<file path="src/sv/gbaf_pkg.sv">
// ----------------------------------------------------------------------------
// gbaf_pkg
// Shared types and constants of the guillotine best-area-fit packer.
// ----------------------------------------------------------------------------
package gbaf_pkg;

   localparam int MaxRects  = 64;
   localparam int CoordBits = 15;
   localparam int IdxBits   = $clog2(MaxRects);
   localparam int CntBits   = $clog2(MaxRects + 1);
   localparam int AreaBits  = 2 * CoordBits;
   localparam int RectBits  = 4 * CoordBits;

   localparam logic [CoordBits-1:0] AtlasReset = CoordBits'(2048);

   localparam logic CSR_ATLAS_WIDTH  = 1'b0;
   localparam logic CSR_ATLAS_HEIGHT = 1'b1;

   localparam logic ACT_INIT  = 1'b0;
   localparam logic ACT_PLACE = 1'b1;

   localparam logic [1:0] ST_OK     = 2'd0;
   localparam logic [1:0] ST_NOFIT  = 2'd1;
   localparam logic [1:0] ST_FULL   = 2'd2;

   typedef struct packed {
      logic [CoordBits-1:0] x;
      logic [CoordBits-1:0] y;
      logic [CoordBits-1:0] w;
      logic [CoordBits-1:0] h;
   } rect_type;

   typedef struct packed {
      logic                 action;
      logic [CoordBits-1:0] req_width;
      logic [CoordBits-1:0] req_height;
   } req_type;

   typedef struct packed {
      logic [1:0]           status;
      logic [CoordBits-1:0] place_x;
      logic [CoordBits-1:0] place_y;
   } rsp_type;

   typedef enum logic [3:0] {
      S_IDLE, S_INIT, S_SREAD, S_SWAIT, S_SEVAL, S_PRODUCT, S_DECIDE,
      S_MREAD, S_MWAIT, S_MWRITE, S_APPEND, S_RESP
   } state_type;

   // controller -> datapath
   typedef struct packed {
      logic load_req;    // capture input item
      logic init_list;   // entry 0 = atlas, count = 1
      logic clr_scan;    // index to zero, clear found
      logic rd_idx;      // read memory at index
      logic eval;        // compare fit, start product
      logic acc;         // accumulate best
      logic inc_idx;     // advance index
      logic set_best;    // index = best
      logic rd_next;     // read index + 1
      logic shift_wr;    // write shifted entry at index
      logic append;      // write next remainder
      logic commit;      // update count
      logic [1:0] status;
      logic set_status;
   } cmd_type;

   // datapath -> controller
   typedef struct packed {
      logic action;
      logic scan_end;    // index reached count
      logic found;
      logic full;        // remainders do not fit
      logic shift_end;   // index + 1 reached count
      logic rem_left;    // remainder still to append
   } sts_type;

endpackage

</file>
<file path="src/sv/gbaf_ctrl.sv">
// ----------------------------------------------------------------------------
// gbaf_ctrl
// Sequencer for init, scan, shift-down and append phases.
// ----------------------------------------------------------------------------
module gbaf_ctrl (
   input  logic             clock,
   input  logic             reset,
   input  logic             req_valid,
   output logic             req_stall,
   output logic             rsp_valid,
   input  logic             rsp_stall,
   input  gbaf_pkg::sts_type sts,
   output gbaf_pkg::cmd_type cmd
);
   import gbaf_pkg::*;

   state_type state_ff, state_in;

   always_ff @(posedge clock) begin
      if (reset) begin
         state_ff <= S_IDLE;
      end else begin
         state_ff <= state_in;
      end
   end

   always_comb begin
      state_in  = state_ff;
      cmd       = '0;
      req_stall = 1'b1;
      rsp_valid = 1'b0;
      unique case (state_ff)
         S_IDLE: begin
            req_stall = 1'b0;
            if (req_valid) begin
               cmd.load_req = 1'b1;
               cmd.clr_scan = 1'b1;
               state_in     = S_INIT;
            end
         end
         S_INIT: begin
            if (sts.action == ACT_INIT) begin
               cmd.init_list  = 1'b1;
               cmd.status     = ST_OK;
               cmd.set_status = 1'b1;
               state_in       = S_RESP;
            end else begin
               state_in = S_SREAD;
            end
         end
         S_SREAD: begin
            if (sts.scan_end) begin
               state_in = S_DECIDE;
            end else begin
               cmd.rd_idx = 1'b1;
               state_in   = S_SWAIT;
            end
         end
         S_SWAIT:   state_in = S_SEVAL;
         S_SEVAL: begin
            cmd.eval = 1'b1;
            state_in = S_PRODUCT;
         end
         S_PRODUCT: begin
            cmd.acc     = 1'b1;
            cmd.inc_idx = 1'b1;
            state_in    = S_SREAD;
         end
         S_DECIDE: begin
            if (!sts.found) begin
               cmd.status     = ST_NOFIT;
               cmd.set_status = 1'b1;
               state_in       = S_RESP;
            end else if (sts.full) begin
               cmd.status     = ST_FULL;
               cmd.set_status = 1'b1;
               state_in       = S_RESP;
            end else begin
               cmd.set_best   = 1'b1;
               cmd.status     = ST_OK;
               cmd.set_status = 1'b1;
               state_in       = S_MREAD;
            end
         end
         S_MREAD: begin
            if (sts.shift_end) begin
               state_in = S_APPEND;
            end else begin
               cmd.rd_next = 1'b1;
               state_in    = S_MWAIT;
            end
         end
         S_MWAIT: begin
            // hold the read on the next entry so its data survives into the write
            cmd.rd_next = 1'b1;
            state_in    = S_MWRITE;
         end
         S_MWRITE: begin
            cmd.shift_wr = 1'b1;
            cmd.inc_idx  = 1'b1;
            state_in     = S_MREAD;
         end
         S_APPEND: begin
            if (sts.rem_left) begin
               cmd.append = 1'b1;
            end else begin
               cmd.commit = 1'b1;
               state_in   = S_RESP;
            end
         end
         S_RESP: begin
            rsp_valid = 1'b1;
            if (!rsp_stall) begin
               state_in = S_IDLE;
            end
         end
         default: state_in = S_IDLE;
      endcase
   end
endmodule

</file>
<file path="config.mk">
export PLATFORM = sky130hd
export DESIGN_NAME = gbaf_ctrl
export DESIGN_NICKNAME = d
export VERILOG_FILES = /design/src/sv/gbaf_pkg.sv /design/src/sv/gbaf_ctrl.sv
export SDC_FILE = /design/constraint.sdc
export NUM_CORES = 1
export LEC_CHECK = 0
export CORE_AREA = 2 2 39 41
export DETAILED_ROUTE_END_ITERATION = 10
export DIE_AREA = 0 0 41 43
export DONT_BUFFER_PORTS = 1
export HOLD_SLACK_MARGIN = 0.08
export PLACE_DENSITY_LB_ADDON = 0.12
export SYNTH_ARGS = -nofsm -noshare
export SYNTH_HDL_FRONTEND = slang
export SYNTH_SLANG_ARGS = --single-unit
</file>
<file path="constraint.sdc">
create_clock -name clock -period 3.25 [get_ports clock]
set_input_delay 0.4875 -clock clock [delete_from_list [all_inputs] [get_ports clock]]
set_output_delay 0.4875 -clock clock [all_outputs]
set_load 0.05 [all_outputs]
</file>
==> results.yml <==
yosys:
  synth-seq-cells: 4
  synth-adder-area-share_pct: 0
  synth_top_area_cell: "dfxtp_1"
  yosys.area_share.simple_pct: 40.1
  synth_warnings: 0
  syn-mean-instance-area_sq_um: 6.71
  synth_common_cells: "8 x nor2_1, 6 x a21oi_1, 6 x nor3_1, 5 x nand2_1"
  synth.distinct_cells: 30
  ys.flop_type: "dfxtp_1"
  synth_edf_count: 0
  synth_xor_area_share_pct: 0
  syn_nets: 76
  synth_top_family_by_area: "simple AND/OR/NAND/NOR gates"
  synth.area.top_cells: "dfxtp_1 18%, a21oi_1 6.8%, nor3_1 6.8%"
  syn-cell-area_sq_um: 443
  async_flop_share_pct: 0
  synth_compound_area_share_pct: 26.6
  syn_inst: 66
  yosys.area.top_type_share_pct: 18.1
  seq_area_frac_synth_pct: 18.1
  yosysMostFrequentCell: "nor2_1"
  synthMuxAreaShare_pct: 4.80
floorplanning:
  pin_count: 27
  die_w_um: 41
  dieArea_sq_mm: 0.00176
  start_util_pct: 32.0
  core_area_sq_mm: 0.00138
  fp-row-count: 14
  die_y_um: 43
critical_path:
  arrival_ps: 1960
  reg2reg_from: "state_ff[2]"
  crit_fanout: 14
  worstPathRequired_ps: 2760
  cp-end-kind: "output pin"
  critical_path_class: "reg2out"
  crit_path_start_kind: "register"
  startpoint: "state_ff[2]"
  r2r_slack_ps: 1200
placed_design:
  gp_congestion: 0.717
  hpwl_um: 972
  port_buffers: 0
  pre_cts_slack_ps: 1050
sta:
  finalCritPeriodShare_pct: 75.4
  setup-violations-final: 0
  hold_slack_ps: 322
  finalMaxSlewViolations: 0
  maxSlewHeadroom_pct: 40.4
  rsz0062_at_grt: "false"
  tightest_slew_ps: 890
  hold_violations: 0
  skew_ps: 2.98
  setup_slack_ps: 799
  finalCriticalPeriod_ps: 2450
  final.setup.tns_ps: 0
  max_freq_mhz: 408
status:
  status: "finished clean"
global_route:
  grt-ovfl-total: 0
  antenna_found_initial: 0
  grt_max_degree: 15
  grt_pass1_vias: 455
  grt_pass1_wl_um: 2010
  grt.total_usage_pct: 16.7
routing:
  drcViolationCount: 0
  drtPass1Iterations: 4
  wire_per_inst_um: 14.5
  antenna_left: 0
  drt_iter0_markers: 9
  routed_wl_um: 1280
  num_vias: 493
  vias_per_cell: 5.60
layout:
  regArea_sq_um: 80.1
  reg_top3: "state_ff (4)"
  nNetsFinal: 84
  largest_reg_flops: 4
  multi_input_area_sq_um: 344
  insertedDiodeCount: 0
  drive_gt1_share_pct: 27.8
  top_register: "state_ff"
  area_growth_syn_to_layout_pct: 23.2
  nFillCells: 164
clock_network:
  ctsHoldBuffers: 0
  clk_latency_ps: 230
  h-tree-depth: 1
  cts_resized: 0
  clock_tree.buffer_depth: 2
  cts-buffers-inserted: 3
  cts_tree: "yes"
  cts_sinks: 4
  cts.clk_slew.worst_paths_ps: 40
  cts-root-buf: "clkbuf_4"
  cts_setup_buffers: 0
power_and_ir_drop:
  p_per_area_mw_per_mm2: 1170
  p_leak_nw: 0.214
  p_total_uw: 636
  peakVddDrop_mv: 0.480
min_path:
  hp-start: "reset"
  min_path_type: "in2reg"
job:
  maxCapViolations: 0
==> cells by family (layout without fill, tap and decap cells) <==
kind of cell | count (synthesis) | in the layout
AND/OR/NAND/NOR | 33 | 33
multiplexers | 2 | 2
buffers and inverters | 9 | 15
flip-flops | 4 | 4
AO/OA/AOI/OAI | 18 | 18
==> metrics by stage <==
stage	utilization, %	cells	instance area [sq um]
after floorplan	-	66	443
after global placement	37.8	85	523
after detailed placement	37.8	85	523
after CTS	39.4	88	546
after global routing	39.4	88	546
final	39.4	88	546
==> layout by cell type (no fill, tap or decap), types with 2 or more instances in the layout <==
cell	n
inv_1	3
nor4_2	2
a21oi_1	6
nand2b_1	3
o22ai_1	2
nor3_1	4
clkbuf_4	3
nor2_1	8
nand2_1	5
buf_4	9
and3_1	2
nor3_2	2
dfxtp_1	4
==> report_power, final <==
group | internal (mW) | switching (mW) | total, mW
combinational | 0.124 | 0.306 | 0.431
sequential | 0.0703 | 0.0751 | 0.145
clock | 0.0412 | 0.0186 | 0.0598
==> final timing paths <==
path / endpoint / cells past startpoint
hold reg to reg: state_ff[1] / 2
setup reg to reg: state_ff[2] / 4
setup / recovery: cmd[7] / 2
hold / removal: state_ff[3] / 1
==> layout make-up <==
type,instances,share of cell area [%]
Sequential cell,4,14.7
Tap cell,16,3.67
Timing Repair Buffer,9,12.4
Inverter,3,2.06
Clock buffer,3,4.13
Multi-Input combinational cell,53,63.1
==> routing by layer <==
layer	routed length (um)	track usage (%)	vias to the layer above
li1	-	-	250
met1	569	22.8	230
met2	630	24.4	13
met3	79	4.19	0
met4	0	6.00	0
met5	0	0	-
==> worst max-delay path, stage by stage (launching register included) <==
cell      delay, ps
dfxtp_1         600
nand2b_1        320
nor3_2          810
Power figures use the tool's default switching activity.
